**src/rtl/core/cle_pkg.sv**
```systemverilog
// ----------------------------------------------------------------------------
// cle_pkg
// Shared types and constants for the circular list engine: field widths,
// operation and status codes, and the sequencer states.
// ----------------------------------------------------------------------------
package cle_pkg;

  localparam int OP_W     = 3;
  localparam int VALUE_W  = 32;
  localparam int POS_W    = 7;
  localparam int STATUS_W = 2;
  localparam int LEN_W    = 7;

  typedef enum logic [OP_W-1:0] {
    OP_PUSH_FRONT = 3'd0,
    OP_PUSH_BACK  = 3'd1,
    OP_POP_FRONT  = 3'd2,
    OP_POP_BACK   = 3'd3,
    OP_INSERT     = 3'd4,
    OP_DELETE     = 3'd5,
    OP_DUMP       = 3'd6
  } op_t;

  typedef enum logic [STATUS_W-1:0] {
    ST_OK    = 2'd0,
    ST_EMPTY = 2'd1,
    ST_RANGE = 2'd2,
    ST_FULL  = 2'd3
  } status_t;

  typedef enum logic [2:0] {
    S_IDLE,
    S_WALK,
    S_INS,
    S_LINK,
    S_DEL,
    S_DUMP_RD,
    S_DUMP_LD,
    S_RESP
  } state_t;

endpackage

```
**src/rtl/core/cle_cmd_if.sv**
```systemverilog
// ----------------------------------------------------------------------------
// cle_cmd_if
// Command channel of the circular list engine: one word per operation.
// ----------------------------------------------------------------------------
interface cle_cmd_if;
  import cle_pkg::*;

  logic                      valid;
  logic                      ready;
  logic [OP_W-1:0]           op;
  logic signed [VALUE_W-1:0] value;
  logic [POS_W-1:0]          position;

  modport source (output valid, op, value, position, input ready);
  modport sink   (input valid, op, value, position, output ready);

endinterface

```
**src/rtl/core/cle_rsp_if.sv**
```systemverilog
// ----------------------------------------------------------------------------
// cle_rsp_if
// Response channel of the circular list engine: one or more words per
// operation, the final one marked by last.
// ----------------------------------------------------------------------------
interface cle_rsp_if;
  import cle_pkg::*;

  logic                      valid;
  logic                      ready;
  logic [STATUS_W-1:0]       status;
  logic signed [VALUE_W-1:0] element;
  logic [LEN_W-1:0]          length;
  logic                      last;

  modport source (output valid, status, element, length, last, input ready);
  modport sink   (input valid, status, element, length, last, output ready);

endinterface

```
**src/rtl/core/circular_list_engine_core.sv**
```systemverilog
// ----------------------------------------------------------------------------
// circular_list_engine_core
// Bounded circular singly linked list of signed 32-bit values, kept in a
// slot store with one link per slot. Push, pop, positional insert and
// delete, and dump, all driven by a small sequencer around one memory read
// port that walks the ring one link per cycle.
// ----------------------------------------------------------------------------
//
//   channel  dir  handshake          word contents
//   -------  ---  -----------------  ---------------------------------------
//   cmd      in   valid/ready        op, value, position
//   rsp      out  valid/ready        status, element, length, last
//
// Sequencing: a command is taken only in idle. An operation that needs a
// predecessor walks the ring from the head, one link per cycle, which
// dominates its latency. Inserts also scan the free map for the lowest
// free slot, one slot per cycle, in parallel with the walk. A dump reads
// each element in S_DUMP_RD and loads it into the output register in
// S_DUMP_LD. Reset clears the free map, head, count and control; the
// stores are not cleared. A stalled response stalls the sequencer only
// when it needs to load the next response word; a new command can be
// taken while a finished word still waits in the output register.
// ----------------------------------------------------------------------------
module circular_list_engine_core #(
  parameter int DEPTH = 32
) (
  input logic        clk,
  input logic        rst,
  cle_cmd_if.sink    cmd,
  cle_rsp_if.source  rsp
);
  import cle_pkg::*;

  localparam int SW = $clog2(DEPTH);
  localparam int CW = $clog2(DEPTH + 1);
  localparam logic [CW-1:0] FULL_COUNT = CW'(DEPTH);

  // Sequencer state.
  state_t state, state_next;

  // Slot stores: values and next-slot links. Read through one registered
  // port at a shared address, written through one port each.
  logic [VALUE_W-1:0] value_store [DEPTH];
  logic [SW-1:0]      link_store  [DEPTH];
  logic [VALUE_W-1:0] value_rd;
  logic [SW-1:0]      link_rd;
  logic [SW-1:0]      rd_addr;
  logic               link_we;
  logic [SW-1:0]      link_wa;
  logic [SW-1:0]      link_wd;
  logic               value_we;

  // List state.
  logic [DEPTH-1:0]   slot_free;
  logic [SW-1:0]      head_slot;
  logic [CW-1:0]      element_count;

  // Per-operation working registers.
  logic [SW-1:0]      cur;
  logic [SW-1:0]      pred;
  logic [SW-1:0]      steps;
  logic               front;
  logic               deleting;
  logic [VALUE_W-1:0] new_value;
  status_t            status_q;

  // Free-slot scanner.
  logic [SW-1:0]      scan;
  logic               scan_done;
  logic               scan_run;

  // Output register.
  logic               rsp_valid_q;
  status_t            rsp_status_q;
  logic [VALUE_W-1:0] rsp_element_q;
  logic [LEN_W-1:0]   rsp_length_q;
  logic               rsp_last_q;
  logic               out_free;
  logic               rsp_load;

  // Command decode.
  logic               accept;
  logic [7:0]         cnt8;
  logic [7:0]         pos8;
  logic [7:0]         dec_p;
  logic [7:0]         dec_steps8;
  status_t            dec_status;
  logic               dec_walk;
  logic               dec_ins_empty;
  logic               dec_del_one;
  logic               dec_delete;
  logic               dec_dump;

  assign cmd.ready  = (state == S_IDLE) && !rst;
  assign accept     = cmd.valid && cmd.ready;
  assign out_free   = !rsp_valid_q || rsp.ready;
  // A new response word enters the output register in this cycle.
  assign rsp_load   = out_free && (state == S_DUMP_LD || state == S_RESP);

  assign rsp.valid   = rsp_valid_q;
  assign rsp.status  = rsp_status_q;
  assign rsp.element = rsp_element_q;
  assign rsp.length  = rsp_length_q;
  assign rsp.last    = rsp_last_q;

  assign cnt8 = 8'(element_count);
  assign pos8 = 8'(cmd.position);

  // Work out what the command needs. The position check comes before the
  // full check for inserts; pushes carry an implied position that is always
  // in range. For both push front and push back the predecessor is the tail.
  always_comb begin
    dec_status    = ST_OK;
    dec_walk      = 1'b0;
    dec_ins_empty = 1'b0;
    dec_del_one   = 1'b0;
    dec_delete    = 1'b0;
    dec_dump      = 1'b0;
    dec_p         = 8'd1;
    case (op_t'(cmd.op))
      OP_PUSH_FRONT, OP_PUSH_BACK, OP_INSERT: begin
        if (op_t'(cmd.op) == OP_PUSH_BACK) begin
          dec_p = cnt8 + 8'd1;
        end else if (op_t'(cmd.op) == OP_INSERT) begin
          dec_p = pos8;
        end
        if (op_t'(cmd.op) == OP_INSERT && (pos8 == 8'd0 || pos8 > cnt8 + 8'd1)) begin
          dec_status = ST_RANGE;
        end else if (element_count == FULL_COUNT) begin
          dec_status = ST_FULL;
        end else if (element_count == '0) begin
          dec_ins_empty = 1'b1;
        end else begin
          dec_walk = 1'b1;
        end
      end
      OP_POP_FRONT, OP_POP_BACK, OP_DELETE: begin
        dec_delete = 1'b1;
        if (op_t'(cmd.op) == OP_POP_BACK) begin
          dec_p = cnt8;
        end else if (op_t'(cmd.op) == OP_DELETE) begin
          dec_p = pos8;
        end
        if (element_count == '0) begin
          dec_status = ST_EMPTY;
        end else if (dec_p == 8'd0 || dec_p > cnt8) begin
          dec_status = ST_RANGE;
        end else if (element_count == CW'(1)) begin
          dec_del_one = 1'b1;
        end else begin
          dec_walk = 1'b1;
        end
      end
      OP_DUMP: begin
        if (element_count == '0) begin
          dec_status = ST_EMPTY;
        end else begin
          dec_dump = 1'b1;
        end
      end
      default: begin
      end
    endcase
    // Links to follow from the head to reach the predecessor; for a dump,
    // the number of words left after the first.
    dec_steps8 = (dec_p == 8'd1) ? (cnt8 - 8'd1) : (dec_p - 8'd2);
  end

  // Next state.
  always_comb begin
    state_next = state;
    case (state)
      S_IDLE: begin
        if (accept) begin
          if (dec_walk) begin
            state_next = S_WALK;
          end else if (dec_ins_empty) begin
            state_next = S_INS;
          end else if (dec_dump) begin
            state_next = S_DUMP_RD;
          end else begin
            state_next = S_RESP;
          end
        end
      end
      S_WALK: begin
        if (steps == '0) begin
          state_next = deleting ? S_DEL : S_INS;
        end
      end
      S_INS: begin
        if (scan_done) begin
          state_next = (element_count == '0) ? S_RESP : S_LINK;
        end
      end
      S_LINK:    state_next = S_RESP;
      S_DEL:     state_next = S_RESP;
      S_DUMP_RD: state_next = S_DUMP_LD;
      S_DUMP_LD: begin
        if (out_free) begin
          state_next = (steps == '0) ? S_IDLE : S_DUMP_RD;
        end
      end
      S_RESP: begin
        if (out_free) begin
          state_next = S_IDLE;
        end
      end
      default: state_next = S_IDLE;
    endcase
  end

  // Memory port control. During the walk the read address follows the link
  // just read, so one link is taken per cycle; when the walk ends the port
  // has already fetched the link of the predecessor's successor.
  always_comb begin
    rd_addr  = cur;
    link_we  = 1'b0;
    link_wa  = pred;
    link_wd  = scan;
    value_we = 1'b0;
    case (state)
      S_IDLE: rd_addr = head_slot;
      S_WALK: rd_addr = link_rd;
      S_INS: begin
        // New slot links to the old successor, or to itself in an empty list.
        link_we  = scan_done;
        value_we = scan_done;
        link_wa  = scan;
        link_wd  = (element_count == '0) ? scan : cur;
      end
      S_LINK: begin
        link_we = 1'b1;
      end
      S_DEL: begin
        // Unlink the victim: the predecessor takes over its link.
        link_we = 1'b1;
        link_wd = link_rd;
      end
      default: begin
      end
    endcase
  end

  assign scan_run = (state == S_INS) || (state == S_WALK && !deleting);

  always_ff @(posedge clk) begin
    if (link_we) begin
      link_store[link_wa] <= link_wd;
    end
    if (value_we) begin
      value_store[scan] <= new_value;
    end
    link_rd  <= link_store[rd_addr];
    value_rd <= value_store[rd_addr];
  end

  // Control and list state.
  always_ff @(posedge clk) begin
    if (rst) begin
      state         <= S_IDLE;
      slot_free     <= '1;
      head_slot     <= '0;
      element_count <= '0;
      scan_done     <= 1'b0;
      rsp_valid_q   <= 1'b0;
    end else begin
      state <= state_next;

      if (rsp_load) begin
        rsp_valid_q <= 1'b1;
      end else if (rsp.ready) begin
        rsp_valid_q <= 1'b0;
      end

      if (scan_run && !scan_done) begin
        if (slot_free[scan]) begin
          scan_done <= 1'b1;
        end else begin
          scan <= scan + SW'(1);
        end
      end

      case (state)
        S_IDLE: begin
          if (accept) begin
            new_value <= cmd.value;
            front     <= (dec_p == 8'd1);
            deleting  <= dec_delete;
            status_q  <= dec_status;
            steps     <= dec_steps8[SW-1:0];
            cur       <= head_slot;
            scan      <= '0;
            scan_done <= 1'b0;
            if (dec_del_one) begin
              // Last element goes; the head keeps its stale value.
              slot_free[head_slot] <= 1'b1;
              element_count        <= '0;
            end
          end
        end
        S_WALK: begin
          cur <= link_rd;
          if (steps == '0) begin
            pred <= cur;
          end else begin
            steps <= steps - SW'(1);
          end
        end
        S_INS: begin
          if (scan_done) begin
            slot_free[scan] <= 1'b0;
            element_count   <= element_count + CW'(1);
            if (front || element_count == '0) begin
              head_slot <= scan;
            end
          end
        end
        S_DEL: begin
          slot_free[cur] <= 1'b1;
          element_count  <= element_count - CW'(1);
          if (front) begin
            head_slot <= link_rd;
          end
        end
        S_DUMP_LD: begin
          if (out_free) begin
            rsp_status_q  <= ST_OK;
            rsp_element_q <= value_rd;
            rsp_length_q  <= LEN_W'(element_count);
            rsp_last_q    <= (steps == '0);
            cur           <= link_rd;
            steps         <= steps - SW'(1);
          end
        end
        S_RESP: begin
          if (out_free) begin
            rsp_status_q  <= status_q;
            rsp_element_q <= '0;
            rsp_length_q  <= LEN_W'(element_count);
            rsp_last_q    <= 1'b1;
          end
        end
        default: begin
        end
      endcase
    end
  end

endmodule
```
**src/flat_wrapper.sv**
```systemverilog
// flat-port wrapper written by rule: the top's interface ports become plain ports
module circular_list_engine_core_flat import cle_pkg::*;
#(
  parameter int DEPTH = 32
)
  (clk, rst, cmd_valid, cmd_op, cmd_value, cmd_position, cmd_ready, rsp_valid, rsp_status, rsp_element, rsp_length, rsp_last, rsp_ready);
  cle_cmd_if cmd_i ();
  cle_rsp_if rsp_i ();
  input logic clk;
  input logic rst;
  input wire logic [$bits(cmd_i.valid)-1:0] cmd_valid;
  input wire logic [$bits(cmd_i.op)-1:0] cmd_op;
  input wire logic [$bits(cmd_i.value)-1:0] cmd_value;
  input wire logic [$bits(cmd_i.position)-1:0] cmd_position;
  output wire logic [$bits(cmd_i.ready)-1:0] cmd_ready;
  output wire logic [$bits(rsp_i.valid)-1:0] rsp_valid;
  output wire logic [$bits(rsp_i.status)-1:0] rsp_status;
  output wire logic [$bits(rsp_i.element)-1:0] rsp_element;
  output wire logic [$bits(rsp_i.length)-1:0] rsp_length;
  output wire logic [$bits(rsp_i.last)-1:0] rsp_last;
  input wire logic [$bits(rsp_i.ready)-1:0] rsp_ready;
  assign cmd_i.valid = cmd_valid;
  assign cmd_i.op = cmd_op;
  assign cmd_i.value = cmd_value;
  assign cmd_i.position = cmd_position;
  assign cmd_ready = cmd_i.ready;
  assign rsp_valid = rsp_i.valid;
  assign rsp_status = rsp_i.status;
  assign rsp_element = rsp_i.element;
  assign rsp_length = rsp_i.length;
  assign rsp_last = rsp_i.last;
  assign rsp_i.ready = rsp_ready;
  circular_list_engine_core #(.DEPTH(DEPTH)) u_core (.clk(clk), .rst(rst), .cmd(cmd_i), .rsp(rsp_i));
endmodule
```
**config.mk**
```make
export PLATFORM = sky130hd
export DESIGN_NAME = circular_list_engine_core_flat
export DESIGN_NICKNAME = d
export VERILOG_FILES = /design/src/rtl/core/cle_pkg.sv /design/src/rtl/core/cle_cmd_if.sv /design/src/rtl/core/cle_rsp_if.sv /design/src/rtl/core/circular_list_engine_core.sv /design/src/flat_wrapper.sv
export SDC_FILE = /design/constraint.sdc
export NUM_CORES = 2
export LEC_CHECK = 0
export ABC_AREA = 0
export BUFFER_PORTS_ARGS = -buffer_cell sky130_fd_sc_hd__buf_2
export CAP_MARGIN = 40
export CORE_UTILIZATION = 40
export DETAILED_ROUTE_END_ITERATION = 16
export PLACE_DENSITY = 0.65
export SLEW_MARGIN = 10
export SYNTH_ARGS = -nofsm -noshare
export SYNTH_HDL_FRONTEND = slang
export SYNTH_SLANG_ARGS = --single-unit
```
**constraint.sdc**
```tcl
create_clock -name clk -period 15.65 [get_ports clk]
set_input_delay 4.695 -clock clk [delete_from_list [all_inputs] [get_ports clk]]
set_output_delay 4.695 -clock clk [all_outputs]
set_load 0.005 [all_outputs]
```
==> out/results.md <==
Floorplan
• 135 — number of placement rows
• 40.4% — Initial Util
• 136000 sq um — Placeable Area
• 372 um — die span in y
• 138000 sq um — die area
• 372 um — die width
• 90 — I/O pins

Global route
• 3 — number of antenna violations at the first check in global routing
• 211000 um — global-route wire length before repair
• 166 — maximum number of pins on one net before global-route repair
• 20.8% — Tot GR Track Use
• 31900 — vias in the first global route
• 0 — total congestion overflow

Clocking
• sky130_fd_sc_hd__clkbuf_16 — clock root cell
• 0.78 ns — Worst-Skew Late Latency
• 0 — number of hold-repair buffers added at the cts stage
• 141 — number of CTS-inserted buffers
• 0 — PostCTS Resize Cnt
• 4 — H-tree depth
• 1366 — clock net sink count
• 3 — Longest Clk Path Bufs
• 0 — buffers inserted by post-CTS timing repair
• 0.06 ns — CTS clk-pin slew, worst paths
• done — clock tree from TritonCTS

Setup path
• u_core.state[2] — worst reg2reg startpoint
• 53 — highest net fanout along the worst path
• primary output — CP endpoint kind
• input pin — Worst setup SP type
• 10 — Worst R2R Path Depth
• u_core.value_rd[10] — capture instance of the worst register-to-register path
• 10.44 ns — flop2flop setup slack
• rst — worst setup path start
• 5.51 ns — data arrival time of the critical path
• in2out — category of the critical setup timing path
• 10.96 ns — Worst EP required

Timing
• 0 — total count of hold-check failures in the final report
• 0 — number of max-slew violations in the final report
• 65.2% — fin crit share
• 98.0 MHz — upper clock frequency limit
• 0 — Finish-stage setup viols
• no — unrepaired setup endpoints after global routing
• 0.0535 ns — maximum clock skew at final layout
• 0 ns — total negative slack for setup checks
• 1.09 ns — slew at the pin closest to its max-slew limit
• 10.20 ns — minimum clock period
• 0.489 ns — worst hold-check slack
• 27.6% — worst slew slack as a fraction of its limit

Synth
• simple AND/OR/NAND/NOR gates — main combinational cell family by area after synthesis
• 54800 sq um — Post-Synthesis Cell Area
• 5.14% — Synth Area in Compound Gates
• 14.1 sq um — average size of a mapped cell
• 0.502% — arithmetic-cell share of the synthesized area counting full adders, half adders and majority gates
• 5.97% — mux cell area share after synthesis
• 0.238% — fraction of synthesized cell area in xor and xnor cells
• 0% — async set-reset flop share out of synthesis
• 83 — Synth cell types
• 3955 — total nets after synthesis
• 1281 — Post-synth EDFFs
• 3887 — gate count of the mapped netlist
• 1366 — number of flip-flops and latches in the synthesized netlist
• 0 — Syn. warnings
• 12.4% — simple-gate portion of the synthesized area
• 73.3% — share of synthesized area occupied by flip-flops and latches
• sky130_fd_sc_hd__edfxtp_1 — main flop type after synthesis

Run status
• completed — run status

Routing
• 5.77 — per-cell via count in the routed design
• 25.0 um — wire per inst
• 146000 um — final wirelength
• 33700 — total number of vias
• 4659 — First DRT Iteration DRCs
• 0 — antenna violation net count after detailed routing
• 6 — detailed-router iteration count before antenna repair
• 0 — DRC Markers

Final layout
• 13.1% — area delta synth->final
• sky130_fd_sc_hd__edfxtp_1 (1281), sky130_fd_sc_hd__nand2_1 (840), sky130_fd_sc_hd__nand3_1 (317) — leading cell types in the layout, fill and taps excluded
• sky130_fd_sc_hd__edfxtp_1 — most common library cell in the layout ignoring fill and taps
• 5851 — Layout Cells excl Fill
• 4023 — fin nets
• 0 — count of antenna diodes in the layout
• 10.8% — share of cells above drive strength 1

Pwr
• 7460 uW — internal power summed over all cells
• 37.7% — sw frac
• 37.4% — part of the total power dissipated in sequential elements
• 193 nW/um^2 — Pwr per Cell Area
• 12000 uW — Design Power
• 35.7% — Gate power share
• 4510 uW — switching power total
• 26.9% — fraction of power consumed by the clock network
• 525 uV — IR drop worst, VDD
• 0.0207 uW — P_leak

Placed design
• 0.828 — RD Place Congestion
• 88 — number of buffers inserted by port buffering
• 5591 — number of placed instances, taps included
• 73100 um — detailed placement HPWL

Min path
• reg2reg — worst hold path class
• u_core.slot_free[4] — source of the worst hold timing path
• 1 — hold path depth
• u_core.slot_free[4] — sink of the worst hold path

Run
• 0 — number of maximum-capacitance constraint violations

-- power groups by stage --
stage,Combinational [uW],Clock [uW],Sequential [uW]
6_report,4270,3230,4480
3_3_place_gp,4040,0,4560
5_1_grt,4550,3410,4490
3_5_place_dp,4200,0,4550
2_1_floorplan,2860,0,4440
4_1_cts,4220,3270,4480
-- registers in the layout, indices dropped and copies added, names as in the netlist, 6 cells and up --
register and flops:
u_core.value_store 1024, u_core.rsp.length 6, u_core.element_count 6, u_core.slot_free 32, u_core.new_value 32, u_core.link_store 160
u_core.value_rd 32, u_core.rsp.element 32
-- worst max-delay path, stage by stage --
cell and delay (ns):
sky130_fd_sc_hd__buf_2 0.08, sky130_fd_sc_hd__buf_4 0.45, sky130_fd_sc_hd__nor3_1 0.11, sky130_fd_sc_hd__buf_2 0.15
-- kinds of logic after synthesis --
kind of cell             Yosys count
buffers and inverters            293
multiplexers                     322
other                              1
adder cells (fa/ha/maj)           22
flip-flops                      1366
XOR/XNOR                          14
AND/OR/NAND/NOR                 1510
AO/OA/AOI/OAI                    359
-- metal layers --
metal	share of wire [%]	vias up	GRT usage [%]
li1	-	14900	-
met1	42	16900	29.4
met2	46	1730	32.2
met3	9.1	271	3.81
met4	2.9	0	6.95
met5	0	-	0
-- final cells by class --
cell class,count,area (sq um)
fill,11700,73700
timing repair buffer,171,1400
sequential,1366,40200
multi-input combinational,2228,13500
tap,1781,2230
inverter,47,176
clock buffer,200,3930
clock inverter,58,541
-- per-stage QoR --
stage / area [sq um] / utilization [%] / worst slack, ns
final: 61900 / 45.7 / 5.45
after global routing: 61900 / 45.7 / 5.35
after global placement: 57000 / 42.1 / 5.44
after floorplan: 54800 / - / 5.68
after detailed placement: 57400 / 42.3 / 5.42
after CTS: 61900 / 45.6 / 5.42
-- worst max-delay path by stage --
stage / to / depth (start not counted) / slack [ns]
after CTS: cmd_ready / 4 / 5.42
after global routing: cmd_ready / 4 / 5.35
after floorplan: cmd_ready / 3 / 5.68
after global placement: cmd_ready / 4 / 5.44
after detailed placement: cmd_ready / 4 / 5.42
final: cmd_ready / 4 / 5.45
-- Yosys cell counts (5+ instances only) --
cell | n | area share (%)
sky130_fd_sc_hd__mux2_2 | 7 | 0.14
sky130_fd_sc_hd__a211oi_1 | 6 | 0.082
sky130_fd_sc_hd__a221o_1 | 30 | 0.55
sky130_fd_sc_hd__o31ai_1 | 5 | 0.069
sky130_fd_sc_hd__o21a_1 | 7 | 0.096
sky130_fd_sc_hd__dfxtp_1 | 85 | 3.1
sky130_fd_sc_hd__buf_4 | 24 | 0.33
sky130_fd_sc_hd__edfxtp_1 | 1281 | 70
sky130_fd_sc_hd__clkbuf_1 | 132 | 0.90
sky130_fd_sc_hd__mux2i_1 | 312 | 5.7
sky130_fd_sc_hd__or3_1 | 13 | 0.15
sky130_fd_sc_hd__nand4_1 | 120 | 1.4
sky130_fd_sc_hd__ha_1 | 22 | 0.50
sky130_fd_sc_hd__nor2_1 | 92 | 0.63
sky130_fd_sc_hd__xnor2_1 | 11 | 0.18
sky130_fd_sc_hd__o21ai_1 | 6 | 0.055
sky130_fd_sc_hd__buf_2 | 69 | 0.63
sky130_fd_sc_hd__nand2_1 | 840 | 5.8
sky130_fd_sc_hd__buf_6 | 5 | 0.10
sky130_fd_sc_hd__nand2b_1 | 11 | 0.13
sky130_fd_sc_hd__o21ai_0 | 35 | 0.32
sky130_fd_sc_hd__inv_1 | 43 | 0.29
sky130_fd_sc_hd__and2_1 | 36 | 0.41
sky130_fd_sc_hd__or3b_2 | 5 | 0.080
sky130_fd_sc_hd__a32oi_1 | 149 | 2.4
sky130_fd_sc_hd__nor3_1 | 12 | 0.11
sky130_fd_sc_hd__o22ai_1 | 42 | 0.48
sky130_fd_sc_hd__nand3b_1 | 13 | 0.18
sky130_fd_sc_hd__nor2_4 | 5 | 0.10
sky130_fd_sc_hd__a21oi_1 | 26 | 0.24
sky130_fd_sc_hd__nor2b_1 | 13 | 0.15
sky130_fd_sc_hd__nand3_1 | 318 | 2.9
sky130_fd_sc_hd__a311oi_1 | 6 | 0.096
sky130_fd_sc_hd__buf_1 | 16 | 0.11
sky130_fd_sc_hd__and3_1 | 6 | 0.069
No activity file was read; power rests on OpenSTA's default activity.
